===== config.mk =====
export PLATFORM = sky130hd
export DESIGN_NAME = tag_presence_door_control
export DESIGN_NICKNAME = d
export VERILOG_FILES = /design/src/rtl/tpdc_pkg.sv /design/src/rtl/tpdc_front.sv /design/src/rtl/tpdc_back.sv /design/src/rtl/tag_presence_door_control.sv
export SDC_FILE = /design/constraint.sdc
export NUM_CORES = 2
export LEC_CHECK = 0
export BUFFER_PORTS_ARGS = -buffer_cell sky130_fd_sc_hd__clkbuf_2
export CAP_MARGIN = 20
export CORE_UTILIZATION = 45
export CTS_CLUSTER_DIAMETER = 100
export DETAILED_ROUTE_END_ITERATION = 10
export MAX_ROUTING_LAYER = met4
export PLACE_DENSITY_LB_ADDON = 0.2
export SKIP_CTS_REPAIR_TIMING = 1
export SYNTH_ARGS = -nofsm -noshare
export SYNTH_HDL_FRONTEND = slang
export SYNTH_SLANG_ARGS = --single-unit

===== constraint.sdc =====
create_clock -name clk_i -period 13.5 [get_ports clk_i]
set_input_delay 0 -clock clk_i [delete_from_list [all_inputs] [get_ports clk_i]]
set_output_delay 0 -clock clk_i [all_outputs]
set_load 0.1 [all_outputs]

===== src/rtl/tpdc_pkg.sv =====
// Shared types and constants for the tag presence door controller.
`default_nettype none

package tpdc_pkg;

  // Slot count of the tag whitelist when the top level is not overridden.
  localparam int unsigned TAG_SLOTS_DEFAULT = 8;

  // Depth of the queue between the request decoder and the executor.
  localparam int unsigned QUEUE_DEPTH = 2;

  localparam logic [7:0]  CODE_LEN      = 8'd12;
  localparam logic [11:0] PULSE_OPEN    = 12'd2500;
  localparam logic [11:0] PULSE_CLOSED  = 12'd500;
  localparam logic [31:0] TIMEOUT_RESET = 32'd5000;

  // Request codes as they arrive on req_type_i.
  localparam logic [1:0] REQ_ADD    = 2'd0;
  localparam logic [1:0] REQ_DETECT = 2'd1;
  localparam logic [1:0] REQ_CHECK  = 2'd2;

  // Operation after decoding; OP_NONE covers rejected lengths and unknown requests.
  typedef enum logic [1:0] {
    OP_ADD,
    OP_DETECT,
    OP_CHECK,
    OP_NONE
  } op_e;

  typedef struct packed {
    op_e         op;
    logic [31:0] tag_high;
    logic [63:0] tag_low;
    logic [31:0] time_ms;
  } entry_t;

  typedef struct packed {
    logic       ok;
    logic [2:0] idx;
    logic       door;
    logic       any;
  } result_t;

endpackage

`default_nettype wire


===== src/rtl/tpdc_front.sv =====
// Request decoder and the short queue that feeds the executor.
`default_nettype none

module tpdc_front (
  input  wire                 clk_i,
  input  wire                 rst_ni,
  input  wire                 start_i,
  output logic                busy_o,
  input  wire  [1:0]          req_type_i,
  input  wire  [31:0]         tag_high_i,
  input  wire  [63:0]         tag_low_i,
  input  wire  [7:0]          tag_length_i,
  input  wire  [31:0]         time_ms_i,
  output logic                q_valid_o,
  output tpdc_pkg::entry_t    q_entry_o,
  input  wire                 q_pop_i
);

  localparam int unsigned QPTR_W = (tpdc_pkg::QUEUE_DEPTH > 1) ?
                                   $clog2(tpdc_pkg::QUEUE_DEPTH) : 1;
  localparam int unsigned QCNT_W = $clog2(tpdc_pkg::QUEUE_DEPTH + 1);
  localparam logic [QPTR_W-1:0] LAST_PTR = QPTR_W'(tpdc_pkg::QUEUE_DEPTH - 1);
  localparam logic [QCNT_W-1:0] FULL_CNT = QCNT_W'(tpdc_pkg::QUEUE_DEPTH);

  tpdc_pkg::entry_t          slot_q [tpdc_pkg::QUEUE_DEPTH];
  tpdc_pkg::entry_t          entry;
  logic [QPTR_W-1:0]         wr_ptr_q, wr_ptr_d;
  logic [QPTR_W-1:0]         rd_ptr_q, rd_ptr_d;
  logic [QCNT_W-1:0]         cnt_q, cnt_d;
  logic                      push;
  logic                      pop;

  // Decode the request; a wrong length turns add and detect into a no-op.
  always_comb begin
    entry.tag_high = tag_high_i;
    entry.tag_low  = tag_low_i;
    entry.time_ms  = time_ms_i;
    unique case (req_type_i)
      tpdc_pkg::REQ_ADD: begin
        entry.op = (tag_length_i == tpdc_pkg::CODE_LEN) ? tpdc_pkg::OP_ADD :
                                                          tpdc_pkg::OP_NONE;
      end
      tpdc_pkg::REQ_DETECT: begin
        entry.op = (tag_length_i == tpdc_pkg::CODE_LEN) ? tpdc_pkg::OP_DETECT :
                                                          tpdc_pkg::OP_NONE;
      end
      tpdc_pkg::REQ_CHECK: begin
        entry.op = tpdc_pkg::OP_CHECK;
      end
      default: begin
        entry.op = tpdc_pkg::OP_NONE;
      end
    endcase
  end

  assign busy_o    = (cnt_q == FULL_CNT);
  assign push      = start_i && !busy_o;
  assign q_valid_o = (cnt_q != '0);
  assign pop       = q_pop_i && q_valid_o;
  assign q_entry_o = slot_q[rd_ptr_q];

  always_comb begin
    wr_ptr_d = wr_ptr_q;
    rd_ptr_d = rd_ptr_q;
    cnt_d    = cnt_q;
    if (push) begin
      wr_ptr_d = (wr_ptr_q == LAST_PTR) ? '0 : wr_ptr_q + QPTR_W'(1);
    end
    if (pop) begin
      rd_ptr_d = (rd_ptr_q == LAST_PTR) ? '0 : rd_ptr_q + QPTR_W'(1);
    end
    if (push && !pop) begin
      cnt_d = cnt_q + QCNT_W'(1);
    end else if (pop && !push) begin
      cnt_d = cnt_q - QCNT_W'(1);
    end
  end

  always_ff @(posedge clk_i or negedge rst_ni) begin
    if (!rst_ni) begin
      wr_ptr_q <= '0;
      rd_ptr_q <= '0;
      cnt_q    <= '0;
    end else begin
      wr_ptr_q <= wr_ptr_d;
      rd_ptr_q <= rd_ptr_d;
      cnt_q    <= cnt_d;
    end
  end

  always_ff @(posedge clk_i) begin
    if (push) begin
      slot_q[wr_ptr_q] <= entry;
    end
  end

endmodule

`default_nettype wire


===== src/rtl/tpdc_back.sv =====
// Executor: tag and time memories, presence flags, door state and result register.
`default_nettype none

module tpdc_back #(
  parameter int unsigned TAG_SLOTS = tpdc_pkg::TAG_SLOTS_DEFAULT
) (
  input  wire                 clk_i,
  input  wire                 rst_ni,
  input  wire                 q_valid_i,
  input  wire tpdc_pkg::entry_t q_entry_i,
  output logic                q_pop_o,
  input  wire  [31:0]         timeout_i,
  output logic                res_valid_o,
  output tpdc_pkg::result_t   res_o
);

  localparam int unsigned IDX_W = (TAG_SLOTS > 1) ? $clog2(TAG_SLOTS) : 1;
  localparam int unsigned CNT_W = $clog2(TAG_SLOTS + 1);
  localparam logic [CNT_W-1:0] FULL_CNT = CNT_W'(TAG_SLOTS);

  localparam logic [1:0] ST_IDLE = 2'd0;
  localparam logic [1:0] ST_DET  = 2'd1;
  localparam logic [1:0] ST_CHK  = 2'd2;

  logic [95:0]            tag_mem [TAG_SLOTS];
  logic [31:0]            time_mem [TAG_SLOTS];
  logic [95:0]            tag_rd_q;
  logic [31:0]            time_rd_q;

  logic [1:0]             state_q, state_d;
  logic [CNT_W-1:0]       scan_q, scan_d;
  logic                   pend_q, pend_d;
  logic                   still_q, still_d;
  logic [CNT_W-1:0]       count_q, count_d;
  logic [TAG_SLOTS-1:0]   present_q, present_d;
  logic                   door_q, door_d;
  tpdc_pkg::entry_t       cur_q, cur_d;
  logic                   res_valid_d;
  tpdc_pkg::result_t      res_q, res_d;

  logic                   issue;
  logic [IDX_W-1:0]       rd_idx;
  logic [IDX_W-1:0]       cmp_idx;
  logic [IDX_W-1:0]       add_idx;
  logic                   tag_we;
  logic                   time_we;
  logic [31:0]            age;

  assign issue   = (scan_q < count_q);
  assign rd_idx  = scan_q[IDX_W-1:0];
  // Read data is registered, so it belongs to the slot addressed in the previous cycle.
  assign cmp_idx = IDX_W'(scan_q - CNT_W'(1));
  assign add_idx = IDX_W'(count_q);
  assign age     = cur_q.time_ms - time_rd_q;

  always_comb begin
    state_d     = state_q;
    scan_d      = scan_q;
    pend_d      = 1'b0;
    still_d     = still_q;
    count_d     = count_q;
    present_d   = present_q;
    door_d      = door_q;
    cur_d       = cur_q;
    res_valid_d = 1'b0;
    res_d       = '0;
    tag_we      = 1'b0;
    time_we     = 1'b0;
    q_pop_o     = 1'b0;

    unique case (state_q)
      ST_IDLE: begin
        if (q_valid_i) begin
          q_pop_o = 1'b1;
          cur_d   = q_entry_i;
          case (q_entry_i.op)
            tpdc_pkg::OP_ADD: begin
              res_valid_d = 1'b1;
              if (count_q < FULL_CNT) begin
                tag_we             = 1'b1;
                present_d[add_idx] = 1'b0;
                count_d            = count_q + CNT_W'(1);
                res_d.ok           = 1'b1;
                res_d.idx          = 3'(count_q);
              end
            end
            tpdc_pkg::OP_DETECT: begin
              state_d = ST_DET;
              scan_d  = '0;
            end
            tpdc_pkg::OP_CHECK: begin
              state_d = ST_CHK;
              scan_d  = '0;
              still_d = 1'b0;
            end
            default: begin
              res_valid_d = 1'b1;
            end
          endcase
        end
      end

      ST_DET: begin
        pend_d = issue;
        if (issue) begin
          scan_d = scan_q + CNT_W'(1);
        end
        if (pend_q && (tag_rd_q == {cur_q.tag_high, cur_q.tag_low})) begin
          // The lowest matching slot wins, since slots are visited in order.
          state_d            = ST_IDLE;
          res_valid_d        = 1'b1;
          present_d[cmp_idx] = 1'b1;
          time_we            = 1'b1;
          door_d             = 1'b1;
          res_d.ok           = 1'b1;
          res_d.idx          = 3'(cmp_idx);
        end else if (!pend_q && !issue) begin
          state_d     = ST_IDLE;
          res_valid_d = 1'b1;
        end
      end

      ST_CHK: begin
        pend_d = issue;
        if (issue) begin
          scan_d = scan_q + CNT_W'(1);
        end
        if (pend_q && present_q[cmp_idx]) begin
          if (age > timeout_i) begin
            present_d[cmp_idx] = 1'b0;
          end else begin
            still_d = 1'b1;
          end
        end
        if (!pend_q && !issue) begin
          state_d     = ST_IDLE;
          res_valid_d = 1'b1;
          res_d.ok    = 1'b1;
          if (!still_q) begin
            door_d = 1'b0;
          end
        end
      end

      default: begin
        state_d = ST_IDLE;
      end
    endcase

    res_d.door = door_d;
    // Flags above the fill count are never set, so the whole vector can be reduced.
    res_d.any  = |present_d;
  end

  always_ff @(posedge clk_i or negedge rst_ni) begin
    if (!rst_ni) begin
      state_q     <= ST_IDLE;
      scan_q      <= '0;
      pend_q      <= 1'b0;
      still_q     <= 1'b0;
      count_q     <= '0;
      present_q   <= '0;
      door_q      <= 1'b0;
      res_valid_o <= 1'b0;
    end else begin
      state_q     <= state_d;
      scan_q      <= scan_d;
      pend_q      <= pend_d;
      still_q     <= still_d;
      count_q     <= count_d;
      present_q   <= present_d;
      door_q      <= door_d;
      res_valid_o <= res_valid_d;
    end
  end

  always_ff @(posedge clk_i) begin
    cur_q <= cur_d;
    res_q <= res_d;
  end

  always_ff @(posedge clk_i) begin
    if (tag_we) begin
      tag_mem[add_idx] <= {q_entry_i.tag_high, q_entry_i.tag_low};
    end
    tag_rd_q <= tag_mem[rd_idx];
  end

  always_ff @(posedge clk_i) begin
    if (time_we) begin
      time_mem[cmp_idx] <= cur_q.time_ms;
    end
    time_rd_q <= time_mem[rd_idx];
  end

  assign res_o = res_q;

endmodule

`default_nettype wire


===== src/rtl/tag_presence_door_control.sv =====
// Top level of the tag presence door controller: timeout register, decoder, executor.
//
//  Channel   Ports                                     Handshake
//  request   req_type_i tag_high_i tag_low_i           start_i high, busy_o low
//            tag_length_i time_ms_i
//  result    request_ok_o tag_index_o door_open_o      result_valid_o, one cycle
//            servo_pulse_us_o any_tag_present_o
//  config    cfg_wdata_i (presence timeout, ms)        cfg_we_i
//
// An add or a rejected request is answered when the executor takes it from the queue.
// A detect or a timeout check visits the filled slots one per cycle through the single
// read port of the tag and time memories and answers when the scan ends or a detect matches.
// A two-beat queue between decoder and executor lets requests be taken while one executes;
// busy_o rises only when that queue is full. Results cannot be stalled.
// Reset clears the fill count, presence flags and door state; the timeout returns to 5000.
`default_nettype none

module tag_presence_door_control #(
  parameter int unsigned TAG_SLOTS = tpdc_pkg::TAG_SLOTS_DEFAULT
) (
  input  wire          clk_i,
  input  wire          rst_ni,
  input  wire          start_i,
  output logic         busy_o,
  input  wire  [1:0]   req_type_i,
  input  wire  [31:0]  tag_high_i,
  input  wire  [63:0]  tag_low_i,
  input  wire  [7:0]   tag_length_i,
  input  wire  [31:0]  time_ms_i,
  input  wire          cfg_we_i,
  input  wire  [31:0]  cfg_wdata_i,
  output logic         result_valid_o,
  output logic         request_ok_o,
  output logic [2:0]   tag_index_o,
  output logic         door_open_o,
  output logic [11:0]  servo_pulse_us_o,
  output logic         any_tag_present_o
);

  logic [31:0]          timeout_q;
  logic                 q_valid;
  tpdc_pkg::entry_t     q_entry;
  logic                 q_pop;
  tpdc_pkg::result_t    res;

  always_ff @(posedge clk_i or negedge rst_ni) begin
    if (!rst_ni) begin
      timeout_q <= tpdc_pkg::TIMEOUT_RESET;
    end else if (cfg_we_i) begin
      timeout_q <= cfg_wdata_i;
    end
  end

  tpdc_front u_front (
    .clk_i        (clk_i),
    .rst_ni       (rst_ni),
    .start_i      (start_i),
    .busy_o       (busy_o),
    .req_type_i   (req_type_i),
    .tag_high_i   (tag_high_i),
    .tag_low_i    (tag_low_i),
    .tag_length_i (tag_length_i),
    .time_ms_i    (time_ms_i),
    .q_valid_o    (q_valid),
    .q_entry_o    (q_entry),
    .q_pop_i      (q_pop)
  );

  tpdc_back #(
    .TAG_SLOTS (TAG_SLOTS)
  ) u_back (
    .clk_i       (clk_i),
    .rst_ni      (rst_ni),
    .q_valid_i   (q_valid),
    .q_entry_i   (q_entry),
    .q_pop_o     (q_pop),
    .timeout_i   (timeout_q),
    .res_valid_o (result_valid_o),
    .res_o       (res)
  );

  assign request_ok_o      = res.ok;
  assign tag_index_o       = res.idx;
  assign door_open_o       = res.door;
  assign servo_pulse_us_o  = res.door ? tpdc_pkg::PULSE_OPEN : tpdc_pkg::PULSE_CLOSED;
  assign any_tag_present_o = res.any;

  // A rejected request never reports a slot.
  a_idx_zero_when_rejected: assert property (
    @(posedge clk_i) disable iff (!rst_ni)
    (result_valid_o && !request_ok_o) |-> (tag_index_o == 3'd0)
  ) else $error("rejected request reports a nonzero slot");

  // A present tag was set by a detect that opened the door, and only a check
  // that finds no tag present closes it.
  a_present_implies_open: assert property (
    @(posedge clk_i) disable iff (!rst_ni)
    (result_valid_o && any_tag_present_o) |-> door_open_o
  ) else $error("tag present while door closed");

  // The queue cannot leave busy without the executor having drained a beat.
  a_busy_release: assert property (
    @(posedge clk_i) disable iff (!rst_ni)
    (busy_o && !q_pop) |=> busy_o
  ) else $error("busy dropped without a queue pop");

endmodule

`default_nettype wire

==> impl_metrics.yaml <==
place:
  hpwlAfterDp_mm: 74.2
  dp.cells: 4927
  gp_congestion: 0.910
  dpl_cell_area_um2: 64100
  io_buffers: 184
  pre_cts_slack_ns: 7.22
worst_setup_path:
  worstPathRequired_ns: 14.15
  crit_arrival_ns: 6.91
  start_kind: "flop"
  end_kind: "flop"
  crit_fanout: 9
  worstSetupPathType: "flop to flop"
min_path:
  hold_path.class: "input port to asynchronous set/reset pin"
floorplanning:
  die-area_um2: 137000
  core-area_um2: 134000
  ios: 194
  die_width_um: 370
  row_count: 134
  die_y_um: 370
  start_util_pct: 45.5
cells_and_area:
  fin_util_pct: 54.1
  postLayoutCellArea_um2: 72500
  area_growth_pct: 18.9
  fin_nets: 3867
  fill_cells: 10309
  drive_above_1_share_pct: 27.0
  fin_cells: 5527
timing:
  holdWs_ns: -0.0679
  skew_ns: 0.0351
  setup_tns_ns: 0
  tightest_slew_ns: 1.06
  setup_ws_ns: 7.24
  timing.final.crit_share_pct: 46.4
  drv_slew: 0
  setup_viol: 0
  grt_setup_unrepaired: "no"
  finalHoldViolCount: 43
  min_period_ns: 6.26
  fmax_ghz: 0.160
  max-slew-margin-rel_pct: 29.5
detailed_routing:
  via_count: 29926
  viasPerCell: 5.41
  drt_first_pass_iters: 5
  drtAntennaViolNets: 0
  routed_wl_mm: 134
  drt_iter0_drc: 2284
  wl_per_cell_um: 24.2
  drc: 0
run:
  maxCapViolations: 0
global_route:
  grt-ovfl-total: 0
  grt_pass1_vias: 30595
  grt_max_degree: 107
  track_usage_pct: 20.1
  grt_pass1_wl_mm: 195
  antenna_found_initial: 2
clocking:
  numClockSinks: 1604
  cts_max_path_buffers: 3
  clk_latency_ns: 0.80
  cts_max_level: 4
  cts.clk_slew.worst_paths_ns: 0.06
  numCtsBuffers: 164
  cts-root-buf: "clkbuf_16"
  cts_tree: "yes"
synth:
  synthCells: 3041
  postSynthAreaPerCell_um2: 20.1
  ys_types: 71
  ys.warnings.count: 0
  syn-cell-area_um2: 61000
  synth-edff-count: 1412
  synth-seq-area-share_pct: 76.3
  synth_ff_type: "edfxtp_1"
  async_reset_ff_share_pct: 3.62
  ys_seq_elements: 1604
power:
  powerDensity_nw_per_um2: 215
  leakagePower_nw: 24.4
  ir_drop_mv: 0.152
outcome:
  status: "complete, but fails checks"
  failed_checks: "hold timing"
logic make-up after synthesis:
kind of cell,share of synthesized area [%]
multiplexers,14.3
other,0.0123
buffers and inverters,1.48
flip-flops,76.3
AND/OR/NAND/NOR,2.50
XOR/XNOR,1.48
AO/OA/AOI/OAI,2.23
adder cells (fa/ha/maj),1.61
synthesized netlist by cell type, drive strengths merged (13+ instances only):
library cell     n  area share [%]
nor4            15            0.15
inv            114            0.70
clkbuf          69            0.42
dfrtp           53             2.2
edfxtp        1412              70
dfxtp          134             4.4
nand2b          36            0.37
buf             44            0.35
nand4           34            0.35
a21oi           54            0.44
nor2b           15            0.15
nand2           84            0.52
a21o            19            0.23
mux2           258             4.8
nand3           13            0.11
nor3            13            0.11
xor2            18            0.26
xnor2           83             1.2
ha              77             1.6
mux4           258             9.5
nor2            49            0.30
o21ai           65            0.53
sequential cells by signal, summed over array words and instances (netlist names), 6 cells and up:
signal,cells
u_back.cur_q,128
u_back.res_o,6
timeout_q,32
u_front.slot_q,260
u_back.tag_mem,768
u_back.tag_rd_q,96
u_back.present_q,8
u_back.time_rd_q,32
u_back.time_mem,256
report_power, final:
group	leakage (nW)	internal (mW)	switching (mW)
combinational	7.05	1.66	2.33
clock	2.67	2.63	1.88
sequential	14.7	6.62	0.439
total	24.4	10.9	4.65
layout make-up:
class,instances,area (um2),area share (%)
timing repair buffer,514,4180,5.77
multi-input combinational,1216,13600,18.8
clock inverter,76,816,1.13
inverter,115,437,0.602
sequential,1604,46600,64.2
tap,1768,2210,3.05
antenna,1,2.50,0.00345
clock buffer,233,4650,6.41
worst max-delay path, cell delays in order, from the launching register on:
cell       delay, ns
edfxtp_1        0.49
inv_1           0.11
ha_1            0.16
inv_1           0.05
fa_1            0.40
a21o_1          0.19
a221o_1         0.35
o21a_1          0.23
o2111ai_1       0.41
nand2_1         0.13
o211a_1         0.26
o221ai_1        0.31
o311ai_0        0.23
ha_1            0.34
and4_1          0.21
nand2_1         0.11
nor4b_1         0.30
o31ai_1         0.21
a211oi_2        0.35
o21ai_1         0.11
o21ai_0         0.24
or4bb_1         0.51
or4_1           0.42
cell usage in the layout, fill, tap and decap left out, types with 36 or more instances in the layout:
cell and instances:
inv_1 113, dlygate4sd3_1 290, clkbuf_1 44, o21ai_0 63, a21oi_1 54, dfrtp_1 49
clkbuf_16 167, edfxtp_1 1412, clkbuf_2 184, mux4_2 256, dfxtp_1 134, nand2_1 84
mux2_2 257, ha_1 77, nand2b_1 36, xnor2_1 82
path summary, 6_finish.rpt:
check,end,slack (ns),startpoint,cells after the start
min,timeout_q[4],-0.07,rst_ni,3
max,u_back.res_o[0],7.24,u_back.cur_q[0],22
min in group clk_i,timeout_q[16],-0.02,cfg_wdata_i[16],4
min reg2reg,u_back.count_q[3],0.51,u_back.count_q[3],2
max reg2reg,u_back.res_o[0],7.24,u_back.cur_q[0],22
max in group asynchronous,u_back.scan_q[0],12.88,rst_ni,3
through the flow:
stage | hold WS [ns] | total power, mW
global route | 0.000288 | 16.3
CTS | -0.660 | 15.7
floorplan | -0.296 | 9.84
global placement | 0.190 | 11.0
finish | -0.0679 | 15.6
detailed placement | 0.192 | 11.1
layer usage:
layer,share of wire [%],GRT usage (%),vias to the layer above
met5,0,-,-
met4,2.2,5.60,0
met1,43,25.8,15693
met3,4.2,2.90,221
met2,51,33.6,737
li1,-,-,13275
Power figures use the tool's default switching activity.
